### config.mk
export PLATFORM = sky130hd
export DESIGN_NAME = raster_timing_generator
export DESIGN_NICKNAME = d
export VERILOG_FILES = /design/src/rtl/rtg_pkg.sv /design/src/rtl/raster_timing_generator.sv
export VERILOG_INCLUDE_DIRS = /design/src /design/src/rtl
export SDC_FILE = /design/constraint.sdc
export NUM_CORES = 1
export LEC_CHECK = 0
export ABC_AREA = 1
export BUFFER_PORTS_ARGS = -buffer_cell sky130_fd_sc_hd__buf_2
export CAP_MARGIN = 5
export CORE_MARGIN = 1
export CORE_UTILIZATION = 50
export DETAILED_ROUTE_END_ITERATION = 8
export GPL_TIMING_DRIVEN = 0
export HOLD_SLACK_MARGIN = 0.05
export PLACE_DENSITY = 0.72
export SYNTH_ARGS = -nofsm -noshare
export SYNTH_HDL_FRONTEND = slang
export SYNTH_SLANG_ARGS = --single-unit
### constraint.sdc
create_clock -name clk -period 3.3 [get_ports clk]
set_clock_uncertainty 0.05 [all_clocks]
set_input_delay 0 -clock clk [delete_from_list [all_inputs] [get_ports clk]]
set_output_delay 0 -clock clk [all_outputs]
set_load 0.05 [all_outputs]
### src/rtl/raster_timing_generator_defines.svh
// Assertion macros for the raster timing generator.
// Used by raster_timing_generator.sv; expects clk and arst_n in scope.
`ifndef RASTER_TIMING_GENERATOR_DEFINES_SVH
`define RASTER_TIMING_GENERATOR_DEFINES_SVH

`ifndef SYNTHESIS
`define RTG_ASSERT(lbl, prop) \
	lbl: assert property (@(posedge clk) disable iff (!arst_n) prop) \
		else $error("raster timing generator check failed");
`define RTG_ASSERT_NEVER(lbl, cond) \
	lbl: assert property (@(posedge clk) disable iff (!arst_n) !(cond)) \
		else $error("raster timing generator forbidden condition");
`else
`define RTG_ASSERT(lbl, prop)
`define RTG_ASSERT_NEVER(lbl, cond)
`endif

`endif

### src/rtl/rtg_pkg.sv
// Shared types and constants for the raster timing generator.
// No dependencies; imported by raster_timing_generator.
`timescale 1ns / 1ps

package rtg_pkg;

	localparam int CYCLES_PER_LINE_DEF = 64;
	localparam int VISIBLE_LINES_DEF   = 224;
	localparam int FRAME_LINES_DEF     = 312;
	localparam int LAST_COLUMN_DEF     = 40;

	localparam int CFG_IDX_W = 2;
	localparam int CFG_DATA_W = 6;

	localparam logic [CFG_IDX_W-1:0] CFG_CYCLE_CORE       = 2'd0;
	localparam logic [CFG_IDX_W-1:0] CFG_PER_CYCLE_RENDER = 2'd1;
	localparam logic [CFG_IDX_W-1:0] CFG_FETCH_OFFSET     = 2'd2;

	localparam logic CMD_ADVANCE     = 1'b0;
	localparam logic CMD_FRAME_BEGIN = 1'b1;

	typedef struct packed {
		logic       command;
		logic [4:0] cycles;
	} item_t;

	typedef struct packed {
		logic [9:0] beam_line;
		logic [5:0] beam_dot;
		logic       line_begin;
		logic       fetch_valid;
		logic [5:0] fetch_column;
		logic       line_end;
		logic       render_valid;
		logic [7:0] render_line;
		logic       tick_valid;
		logic [8:0] tick_line;
	} result_t;

endpackage

### src/rtl/raster_timing_generator.sv
// Raster timing generator: one-pass beam clock with input and result registers.
// Depends on rtg_pkg and raster_timing_generator_defines.svh.
//
// Throughput is one item per cycle unless a held result waits for result_ready, set
// by the single pass from the input register through the beam position adder and
// boundary compare into the result register. The beam is kept as line and dot
// counters next to the 16-bit position, so no divider is used.
`timescale 1ns / 1ps
`include "raster_timing_generator_defines.svh"

module raster_timing_generator #(
	parameter int CYCLES_PER_LINE = rtg_pkg::CYCLES_PER_LINE_DEF,
	parameter int VISIBLE_LINES   = rtg_pkg::VISIBLE_LINES_DEF,
	parameter int FRAME_LINES     = rtg_pkg::FRAME_LINES_DEF,
	parameter int LAST_COLUMN     = rtg_pkg::LAST_COLUMN_DEF
) (
	input  logic                             clk,
	input  logic                             arst_n,
	input  logic                             item_valid,
	output logic                             item_ready,
	input  rtg_pkg::item_t                   item,
	output logic                             result_valid,
	input  logic                             result_ready,
	output rtg_pkg::result_t                 result,
	input  logic                             wr_en,
	input  logic [rtg_pkg::CFG_IDX_W-1:0]    wr_index,
	input  logic [rtg_pkg::CFG_DATA_W-1:0]   wr_data
);
	import rtg_pkg::*;

	localparam int POS_MAX  = 65535;
	localparam int DOT_W    = $clog2(CYCLES_PER_LINE);
	localparam int LINE_MAX = POS_MAX / CYCLES_PER_LINE;
	localparam int LINE_W   = $clog2(LINE_MAX + 1);
	localparam int SAT_DOT  = POS_MAX % CYCLES_PER_LINE;

	logic        cycle_core_q;
	logic        per_cycle_render_q;
	logic [5:0]  fetch_offset_q;

	logic [15:0]       pos_q;
	logic [15:0]       boundary_q;
	logic [7:0]        lines_q;
	logic [8:0]        tick_q;
	logic [LINE_W-1:0] line_q;
	logic [DOT_W-1:0]  dot_q;

	logic    s1_valid_q;
	item_t   item_s1;
	logic    res_valid_q;
	result_t res_q;

	logic fire;

	logic              per_cycle;
	logic              visible;
	logic [4:0]        n;
	logic [16:0]       pos_sum;
	logic [15:0]       pos_next;
	logic              crossing;
	logic [16:0]       bnd_sum;
	logic [DOT_W:0]    dot_sum;
	logic [8:0]        fetch_diff;
	logic              fetch_hit;
	logic              at_line_end;
	logic [7:0]        lines_after_pc;
	logic              do_render;
	logic              do_tick;
	result_t           res_d;

	assign fire         = s1_valid_q && (!res_valid_q || result_ready);
	assign item_ready   = !s1_valid_q || fire;
	assign result_valid = res_valid_q;
	assign result       = res_q;

	// configuration
	always_ff @(posedge clk or negedge arst_n) begin
		if (!arst_n) begin
			cycle_core_q       <= 1'b1;
			per_cycle_render_q <= 1'b0;
			fetch_offset_q     <= '0;
		end else if (wr_en) begin
			unique case (wr_index)
				CFG_CYCLE_CORE:       cycle_core_q       <= wr_data[0];
				CFG_PER_CYCLE_RENDER: per_cycle_render_q <= wr_data[0];
				CFG_FETCH_OFFSET:     fetch_offset_q     <= wr_data;
				default: ;
			endcase
		end
	end

	// one pass over the held item
	always_comb begin
		per_cycle   = cycle_core_q && per_cycle_render_q;
		visible     = 32'(line_q) < VISIBLE_LINES;
		n           = cycle_core_q ? 5'd1 : ((item_s1.cycles > 5'd16) ? 5'd16 : item_s1.cycles);
		pos_sum     = {1'b0, pos_q} + 17'(n);
		pos_next    = pos_sum[16] ? 16'hFFFF : pos_sum[15:0];
		crossing    = (pos_q < boundary_q) && (pos_next >= boundary_q);
		bnd_sum     = {1'b0, boundary_q} + 17'(CYCLES_PER_LINE);
		dot_sum     = {1'b0, dot_q} + (DOT_W+1)'(n);
		fetch_diff  = 9'(dot_q) - 9'(fetch_offset_q);
		fetch_hit   = (9'(dot_q) >= 9'(fetch_offset_q)) && (fetch_diff <= 9'(LAST_COLUMN));
		at_line_end = 32'(dot_q) == CYCLES_PER_LINE - 1;
		lines_after_pc = 8'(line_q + LINE_W'(1));
		do_render   = crossing && !per_cycle && (32'(lines_q) < VISIBLE_LINES);
		do_tick     = crossing && (32'(tick_q) < FRAME_LINES);

		res_d              = '0;
		res_d.beam_line    = 10'(line_q);
		res_d.beam_dot     = 6'(dot_q);
		if (item_s1.command == CMD_ADVANCE) begin
			if (per_cycle && visible) begin
				res_d.line_begin = dot_q == '0;
				res_d.line_end   = at_line_end;
				if (fetch_hit) begin
					res_d.fetch_valid  = 1'b1;
					res_d.fetch_column = fetch_diff[5:0];
				end
			end
			if (do_render) begin
				res_d.render_valid = 1'b1;
				res_d.render_line  = lines_q;
			end
			if (do_tick) begin
				res_d.tick_valid = 1'b1;
				res_d.tick_line  = tick_q;
			end
		end
	end

	// beam state
	always_ff @(posedge clk or negedge arst_n) begin
		if (!arst_n) begin
			pos_q      <= '0;
			boundary_q <= 16'(CYCLES_PER_LINE);
			lines_q    <= '0;
			tick_q     <= '0;
			line_q     <= '0;
			dot_q      <= '0;
		end else if (fire) begin
			if (item_s1.command == CMD_FRAME_BEGIN) begin
				pos_q      <= '0;
				boundary_q <= 16'(CYCLES_PER_LINE);
				lines_q    <= '0;
				tick_q     <= '0;
				line_q     <= '0;
				dot_q      <= '0;
			end else begin
				pos_q <= pos_next;
				if (pos_sum[16]) begin
					line_q <= LINE_W'(LINE_MAX);
					dot_q  <= DOT_W'(SAT_DOT);
				end else if (dot_sum >= (DOT_W+1)'(CYCLES_PER_LINE)) begin
					line_q <= line_q + LINE_W'(1);
					dot_q  <= DOT_W'(dot_sum - (DOT_W+1)'(CYCLES_PER_LINE));
				end else begin
					dot_q <= dot_sum[DOT_W-1:0];
				end
				if (per_cycle && visible && at_line_end) begin
					lines_q <= lines_after_pc;
				end else if (do_render) begin
					lines_q <= lines_q + 8'd1;
				end
				if (do_tick) begin
					tick_q <= tick_q + 9'd1;
				end
				if (crossing) begin
					boundary_q <= bnd_sum[16] ? 16'hFFFF : bnd_sum[15:0];
				end
			end
		end
	end

	// input and result registers
	always_ff @(posedge clk or negedge arst_n) begin
		if (!arst_n) begin
			s1_valid_q  <= 1'b0;
			res_valid_q <= 1'b0;
		end else begin
			if (item_ready) begin
				s1_valid_q <= item_valid;
			end
			if (fire) begin
				res_valid_q <= 1'b1;
			end else if (result_ready) begin
				res_valid_q <= 1'b0;
			end
		end
	end

	always_ff @(posedge clk) begin
		if (item_valid && item_ready) begin
			item_s1 <= item;
		end
		if (fire) begin
			res_q <= res_d;
		end
	end

	`RTG_ASSERT(a_accept_fills_stage, item_valid && item_ready |=> s1_valid_q)
	`RTG_ASSERT(a_dot_in_line, 32'(dot_q) < CYCLES_PER_LINE)
	`RTG_ASSERT(a_tick_bounded, 32'(tick_q) <= FRAME_LINES)
	`RTG_ASSERT_NEVER(a_render_vs_per_cycle,
		result_valid && result.render_valid && (result.line_begin || result.line_end))

endmodule
After elaboration in Yosys (flattened, before gate mapping) --
Cells that the tools add are included.
Operators by class: $lt $le $gt $ge 9, multiplexer cells 23, bitwise operators 4, reductions and logical operators 33, eq/ne operators 3, add/subtract/negate cells 8
Operators by type and width (count):
- 2-to-1 mux 16 bit | 5
- 2-to-1 mux 10 bit | 4
- 2-to-1 mux 9 bit | 3
- 2-to-1 mux 8 bit | 3
- 2-to-1 mux 6 bit | 3
- adder 16 x 5 -> 17 bit | 1
- adder 16 x 7 -> 17 bit (second input constant) | 1
- >= comparator 16 bit | 1
- less-than comparator 16 bit | 1
- AND reduction 2 bit | 7
- adder 10 x 1 -> 10 bit (second input constant) | 1
- logical AND 1 bit | 10
- less-than comparator 10 x 8 -> 1 bit (second input constant) | 1
- 2-to-1 mux 5 bit | 2
- adder 9 x 1 -> 9 bit (second input constant) | 1
- less-or-equal comparator 9 x 6 -> 1 bit (second input constant) | 1
- less-than comparator 9 bit (second input constant) | 1
- adder 8 x 1 -> 8 bit (second input constant) | 1
- less-than comparator 8 bit (second input constant) | 1
- adder 6 x 5 -> 7 bit | 1
- >= comparator 7 bit (second input constant) | 1
- 2-to-1 mux 7 bit | 1
- subtractor 6 x 6 -> 7 bit | 1
- == test 6 bit (second input constant) | 1
- other kinds (15) | 27
Storage, ports and cells: register bits 125, input port bits 19

Depth between registers and ports, before layout --
Gate-level depths: netlist (run 1).
depth after elaboration 12, depth in mapped cells 31

Least setup slack after synthesis (run 1) --
No wires, ideal clock.
kind reg-to-reg, from register cycle_core_q, to register boundary_q[11], path buffers 2, slack -0.308 ns, cell stages (with the launch flop) 30, setup time 0.127 ns, arrival 3.431 ns, cell sequence dfstp_2 -> nor2_1 -> nor2_1 -> ha_1 -> fa_1 -> nand3_1 -> nand3_2 -> nand2_2 -> a21oi_4 -> nand2_4 -> nor2_4 -> nand2_4 -> clkinv_2 -> buf_6 -> nor2_1 -> inv_1 -> ha_1 -> nand2_1 -> nor2_1 -> and2_1 -> nor2_1 -> nand2_1 -> nand2_1 -> nand2_1 -> nand3_1 -> nand2_1 -> nand2_1 -> buf_2 -> nand2_1 -> o21ai_0
Between the ends: cells in the longest elaborated chain, start to end 7
Ends and longest elaborated chain:
- from (decl) | RTL line raster_timing_generator.sv:37 | logic cycle_core_q;
- from (signal assigned) | RTL line raster_timing_generator.sv:84 | CFG_CYCLE_CORE: cycle_core_q <= wr_data[0];
- 2-to-1 mux 5 bit | RTL line raster_timing_generator.sv:96 | n = cycle_core_q ? 5'd1 : ((item_s1.cycles > 5'd16) ? 5'd16 : item_s1.cycles);
- adder 16 x 5 -> 17 bit | RTL line raster_timing_generator.sv:97 | pos_sum = {1'b0, pos_q} + 17'(n);
- 2-to-1 mux 16 bit | RTL line raster_timing_generator.sv:98 | pos_next = pos_sum[16] ? 16'hFFFF : pos_sum[15:0];
- >= comparator 16 bit | RTL line raster_timing_generator.sv:99 | crossing = (pos_q < boundary_q) && (pos_next >= boundary_q);
- logical AND 1 bit | RTL line raster_timing_generator.sv:99
- nonzero test 2 bit (no line)
- AND reduction 2 bit (no line)
- to (signal assigned) | RTL line raster_timing_generator.sv:136 | boundary_q <= 16'(CYCLES_PER_LINE);
- to (signal assigned) | RTL line raster_timing_generator.sv:144 | boundary_q <= 16'(CYCLES_PER_LINE);
- to (signal assigned) | RTL line raster_timing_generator.sv:169 | boundary_q <= bnd_sum[16] ? 16'hFFFF : bnd_sum[15:0];
- to (decl) | RTL line raster_timing_generator.sv:42 | logic [15:0] boundary_q;
No other way between the ends. A chain may end at the register's enable or synchronous reset.

Worst setup path after layout (run 1) --
from register cycle_core_q, to register res_q (netlist bit result[11]) (data pin)
Between the ends: cells in the longest elaborated chain, start to end 9
Ends and longest elaborated chain:
- 2-to-1 mux 5 bit | RTL line raster_timing_generator.sv:96
- adder 16 x 5 -> 17 bit | RTL line raster_timing_generator.sv:97
- 2-to-1 mux 16 bit | RTL line raster_timing_generator.sv:98
- >= comparator 16 bit | RTL line raster_timing_generator.sv:99
- logical AND 1 bit | RTL line raster_timing_generator.sv:99
- logical AND 1 bit (*) (2 in series) | RTL line raster_timing_generator.sv:106 | do_render = crossing && !per_cycle && (32'(lines_q) < VISIBLE_LINES);
- inverter 1 bit (no line) (*)
- OR reduction 2 bit (no line) (*)
- to (signal assigned) | RTL line raster_timing_generator.sv:197 | res_q <= res_d;
- to (decl) | RTL line raster_timing_generator.sv:51 | result_t res_q;
Every way passes the cells marked *; elsewhere a longest branch is shown, timed or not.

==> out/qor.yml, run 1 <==
io_buffers: 64
cts_buffer_depth: 2
synth_top_area_share_pct: 24.3
cp.arrival_ns: 3.94
synthFlopType: "dfrtp_1"
cp_num_buf_inv: 4
cp_top_family: "simple AND/OR/NAND/NOR gates"
grt_pass1_vias: 5902
track_usage_pct: 24.9
fin_crit_ns: 3.82
stdcell_count: 1150
clockRootBuffer: "clkbuf_16"
cp_slowest_stage_delay_ns: 0.63
fin_nets: 1034
syn_area_per_cell_um2: 8.46
hp-class: "primary input to flip-flop"
grt_pass1_wl_um: 28000
layout_setup_ws_ns: -0.517
final_util_pct: 66.7
setup_violations: 47
rsz0062_at_grt: "true"
cts-buffers-inserted: 17
worstPathRequired_ns: 3.42
gr-total-overflow: 0
multi_input_area_um2: 3630
synth_cell_type_count: 46
start_util_pct: 52.0
die_h_um: 120
final.period_utilization_pct: 116
ir_drop_uv: 400
routed_wl_um: 16900
drive_gt1_share_pct: 21.5
ys_warn_count: 0
synth_edf_count: 50
core_um2: 13500
grt_max_degree: 48
crit_path_top_delay_cell: "dfstp_2"
worst_path_most_repeated_cell: "nor2_4"
htreeDepth: 4
pre_cts_ws_ns: -0.628
power_density_nw_per_um2: 688
wl_per_cell_um: 14.7
synthTopCellsByArea: "dfrtp_1 (24%), edfxtp_1 (21%), nand2_1 (12%), ha_1 (9.1%), inv_1 (5.5%)"
place_congestion: 0.857
clk_latency_ns: 0.42
synth_commonest_cells: "nand2_1 (222), inv_1 (102), nor2_1 (73)"
violations: "setup timing"
dr.pass1.iters: 7
netlist_instances: 827
io_pins: 65
final_hold_viol_count: 0
vias: 6040
status: "complete, but fails checks"
synth_area_um2: 6990
syn-num-nets: 900
via_per_inst: 5.25
tightest_slew_ns: 0.700
first_iter_violations: 402
cap_viol_max_count: 0
die_x_um: 120
synth_seq_area_share_pct: 46.5
ant_nets: 0
die_area_um2: 14500
drcViolationCount: 0
max_freq_ghz: 0.262
async_flop_share_pct: 58.3
regArea_um2: 3260
hpwl_um: 11000
clkSinkCount: 120
power.total_mw: 6.17
clk_transition_reported_paths_ns: 0.06
synth_most_common_cell: "nand2_1"
worstSetupPathType: "flip-flop to flip-flop"
yosys_register_bits: 120
leakage_nw: 4.36
relSlewSlack_pct: 52.9
yosysTopAreaCell: "dfrtp_1"
placedCellCount: 1069
row_count: 42
start_kind: "flip-flop"
cp-end-kind: "flip-flop"
cts_tree: "yes"
antenna_found_initial: 0
syn2layout_area_growth_pct: 28.3
fillerInstances: 1057
n_antenna_cell: 0
slew_violations: 0
crit_fanout: 6
==> routing by layer <==
layer  GRT usage, %  part of all wire [%]
met1           32.2                    45
met3           5.24                   4.6
met5              0                     0
met2           41.3                    49
met4           8.80                   1.9
==> power by group <==
group / total (mW) / internal [mW] / switching [mW]
logic: 2.47 / 0.866 / 1.60
registers: 1.97 / 1.79 / 0.181
clock network: 1.73 / 1.03 / 0.702
total: 6.17 / 3.69 / 2.49
==> worst paths after layout <==
kind / startpoint / to / slack (ns) / depth (start not counted)
setup / recovery: cycle_core_q / result[11] / -0.52 / 27
hold / removal: wr_en / fetch_offset_q[4] / 0.19 / 5
setup reg to reg: cycle_core_q / result[11] / -0.52 / 27
hold reg to reg: lines_q[7] / lines_q[7] / 0.45 / 2
max in group asynchronous: arst_n / cycle_core_q / 2.28 / 4
min in group asynchronous: arst_n / boundary_q[15] / 0.59 / 4
==> final cells by class <==
| class | instances | share of cell area [%] |
|---|---|---|
| Timing Repair Buffer | 112 | 9.14 |
| Inverter | 107 | 4.59 |
| Clock inverter | 15 | 1.48 |
| Tap cell | 176 | 2.45 |
| Clock buffer | 17 | 4.74 |
| Sequential cell | 120 | 36.3 |
| Buffer | 11 | 0.767 |
| Multi-Input combinational cell | 591 | 40.5 |
| Timing Repair inverter | 1 | 0.0837 |
==> placed cells by master, fill, tap and decap left out, drive strengths merged, types with 27 or more instances in the layout <==
cell / n
a21oi: 28
buf: 91
dfrtp: 68
edfxtp: 50
ha: 51
inv: 106
nand2: 230
nand3: 68
nor2: 75
o21ai: 49
xor2: 27
==> sequential cells by signal, summed over array words and instances, names as in the netlist <==
register and cells:
fetch_offset_q 6, cycle_core_q 1, per_cycle_render_q 1, lines_q 8, dot_q 6, result_valid 1, result 44, item_s1 6
tick_q 9, s1_valid_q 1, line_q 10, boundary_q 11, pos_q 16
==> metrics by stage <==
step	setup TNS (ns)	instance area, µm²	hold WS (ns)
after floorplan	-1.75	7030	-0.346
after global placement	-29.02	7570	0.128
after detailed placement	-26.84	7630	-0.113
after CTS	-18.73	8740	0.176
after global routing	-27.80	8970	0.255
final	-21.56	8970	0.193
==> worst reg2reg max path: cells and delay by family, from the launching register on <==
| kind | cells | cell delay (ns) |
|---|---|---|
| fa+ha+maj | 3 | 0.56 |
| simple gates | 19 | 1.77 |
| compound gates | 1 | 0.17 |
| buf+inv | 4 | 0.37 |
| flops | 1 | 0.63 |
==> logic make-up (layout without fill, tap and decap cells) <==
logic type                 count (synthesis)  in the layout  synth area share, %
AOI/OAI and AO/OA                         97             97                 7.87
xor gates and xnor gates                  35             35                 4.38
adders and majority gates                 54             54                 9.98
buffers and inverters                    118            263                 6.49
DFF                                      120            120                 46.5
and+or+nand+nor                          403            405                 24.7
==> repair_timing <==
item | in CTS | in global routing
hold buffers | 25 | 0
resized for setup | 40 | 51
pin swaps | 13 | 22
endpoints found under the hold margin | 91 | 0
gates cloned | 4 | 0
setup buffers | 16 | 4
setup endpoints to repair | 47 | 47
Note: power is estimated with default switching activity, not from simulation.
==> run 2: changes to the inputs <==
--- a/config.mk
+++ b/config.mk
@@ -16,4 +16,5 @@
 export HOLD_SLACK_MARGIN = 0.05
 export PLACE_DENSITY = 0.72
+export REMOVE_ABC_BUFFERS = 1
 export SYNTH_ARGS = -nofsm -noshare
 export SYNTH_HDL_FRONTEND = slang
==> constraint.sdc (replaced) <==
create_clock -name clk -period 3.3 [get_ports clk]
set_clock_uncertainty 0.05 [all_clocks]
set_input_delay 0.495 -clock clk [delete_from_list [all_inputs] [get_ports clk]]
set_output_delay 0.495 -clock clk [all_outputs]
set_load 0.05 [all_outputs]
==> run 2 against run 1 <==
  * The run still ends with setup timing left
  * Critical path depth shrank 4
  * Sequential cell count is the same
  * Die area is the same
==> out/qor.yml, run 2 (same netlist as run 1, synthesis figures left out) <==
status: "complete, but fails checks"
violations: "setup timing"
core_um2: 13500  # unchanged
worstSetupPathType: "flip-flop to flip-flop"
die_area_um2: 14500  # unchanged
holdCritStartpoint: "item[1]"
hold-worst-slack_ns: 0.192  # -0.000404 ns
layout_setup_ws_ns: -0.512  # +0.00539 ns
worst_path_most_repeated_cell: "nand2_4"
place_congestion: 0.809  # -5.6%
power_density_nw_per_um2: 698  # +1.5%
crit_chain: "nor2_4, nor2_4, ha_4, fa_2, nand3_2, nand3_2, nand2_2, a21oi_4, nand2_4, buf_4, xor2_1, nand2_4, ha_4, nand2_2, o21bai_1, a21oi_1, nor2_2, nand2_4, nand4_1, nand2_4, buf_12, nand3_1, nand2_1"
gr-total-overflow: 0  # unchanged
die_x_um: 120  # unchanged
first_iter_violations: 449  # +12%
cap_viol_max_count: 0  # unchanged
clkSinkCount: 120  # unchanged
cts-buffers-inserted: 17  # unchanged
tightest_slew_ns: 0.991  # +0.291 ns
wl_per_cell_um: 15.0  # +2.1%
worstPathRequired_ns: 3.61  # +0.19 ns
rr_startpoint: "cycle_core_q"
vias: 5951  # -1.5%
n_antenna_cell: 0  # unchanged
power.total_mw: 6.12  # -0.86%
max_freq_ghz: 0.262  # +0.14%
hpwl_um: 10300  # -5.9%
crit_fanout: 8  # +2
crit_path_top_delay_cell: "dfstp_2"
cts_tree: "yes"
pre_cts_ws_ns: -1.17  # -0.542 ns
clk_latency_ns: 0.43  # about the same
final_hold_viol_count: 0  # unchanged
grt_pass1_wl_um: 26100  # -6.8%
final_cell_mix: "nand2_1 (193), inv_1 (95), dfrtp_1 (68), buf_2 (63), nand3_1 (58)"
hp-class: "primary input to flip-flop"
grt_pass1_vias: 5388  # -8.7%
setup_violations: 47  # unchanged
io_buffers: 64  # unchanged
design_area_um2: 8760  # -2.3%
ir_drop_uv: 377  # -5.7%
cp_slowest_stage_delay_ns: 0.64  # about the same
htreeDepth: 4  # unchanged
track_usage_pct: 23.3  # -1.5 points
syn2layout_area_growth_pct: 25.3
leakage_nw: 4.25  # -2.4%
rsz0062_at_grt: "true"
fin_crit_ns: 3.81  # -0.00539 ns
relSlewSlack_pct: 33.9  # -19 points
reg2reg_slack_ns: -0.51  # about the same
cp-end-kind: "flip-flop"
dr.pass1.iters: 5  # -2
start_util_pct: 52.0  # unchanged
row_count: 42  # unchanged
drive_gt1_share_pct: 23.5  # +2.1 points
clockRootBuffer: "clkbuf_16"
die_h_um: 120  # unchanged
layout_commonest_cell: "nand2_1"
ant_nets: 0  # unchanged
io_pins: 65  # unchanged
largest_reg_flops: 44  # unchanged
cp.arrival_ns: 4.12  # +0.18 ns
routed_wl_um: 16700  # -0.97%
via_per_inst: 5.34  # +1.6%
antenna_found_initial: 0  # unchanged
drcViolationCount: 0  # unchanged
grt_max_degree: 81  # +69%
clk_transition_reported_paths_ns: 0.06  # about the same
slew_violations: 0  # unchanged
fin_nets: 999  # -3.4%
final.period_utilization_pct: 116  # -0.16 points
startpoint: "cycle_core_q"
placed_area_um2: 7530  # -1.2%
cts_buffer_depth: 2  # unchanged
start_kind: "flip-flop"
## run 2: changes by cell type in the layout (fill, tap and decap cells not counted), moves of 4 or more
cell           change
clkbuf_1           -6
clkinvlp_4         -5
dlygate4sd3_1     -23
ha_1               -4
ha_4               +5
nand2_1           -11
nand2_2           +10
nor2_1             -4
o21ai_0            +4
o21ai_1            -4
## run 2: area by class of cell
type                       count  area [µm²]
clock buffer                  18         429
multi-input combinational    591        3730
clock inverter                14         134
sequential                   120        3260
inverter                     107         417
timing repair buffer          88         572
tap                          176         220
fill                        1090        4690
timing repair inverter         1        7.51
## run 2: timing repair
action,4_1_cts,5_1_grt
cloned,2,1
pin swaps,19,33
hold endpoints to repair,16,0
hold buffers,1,0
setup endpoints to repair,47,47
gates resized for setup,46,74
buffers inserted,15,6
## run 2: final timing paths
check	endpoint	cells after the start
max	lines_q[3]	23
min	item_s1[1]	1
max reg2reg	lines_q[3]	23
min reg2reg	lines_q[7]	2
max in group asynchronous	boundary_q[6]	3
min in group asynchronous	result_valid	2
## run 2: layer usage
layer  share of wire [%]  global-route usage [%]
met2                  48                    37.3
met1                  45                    31.2
met5                   0                       0
met3                 4.9                    5.33
met4                 2.4                    8.18
## run 2: through the flow
stage,setup TNS (ns),std cells,utilization (%)
2_1_floorplan,-9.81,816,-
3_3_place_gp,-48.97,1056,55.6
3_5_place_dp,-49.13,1058,56.0
4_1_cts,-17.01,1108,62.6
5_1_grt,-26.83,1115,65.1
6_report,-21.08,1115,65.1
## run 2: worst max-delay path: cells and delay by family (launching register included)
kind	cells	cell delay (ns)
buf+inv	2	0.27
fa+ha+maj	3	0.63
flops	1	0.64
compound gates	3	0.50
simple gates	14	1.39
xor+xnor	1	0.26
## run 2: power by group
part,internal (mW),switching [mW]
Clock,1.10,0.680
Combinational,0.780,1.59
Sequential,1.79,0.179
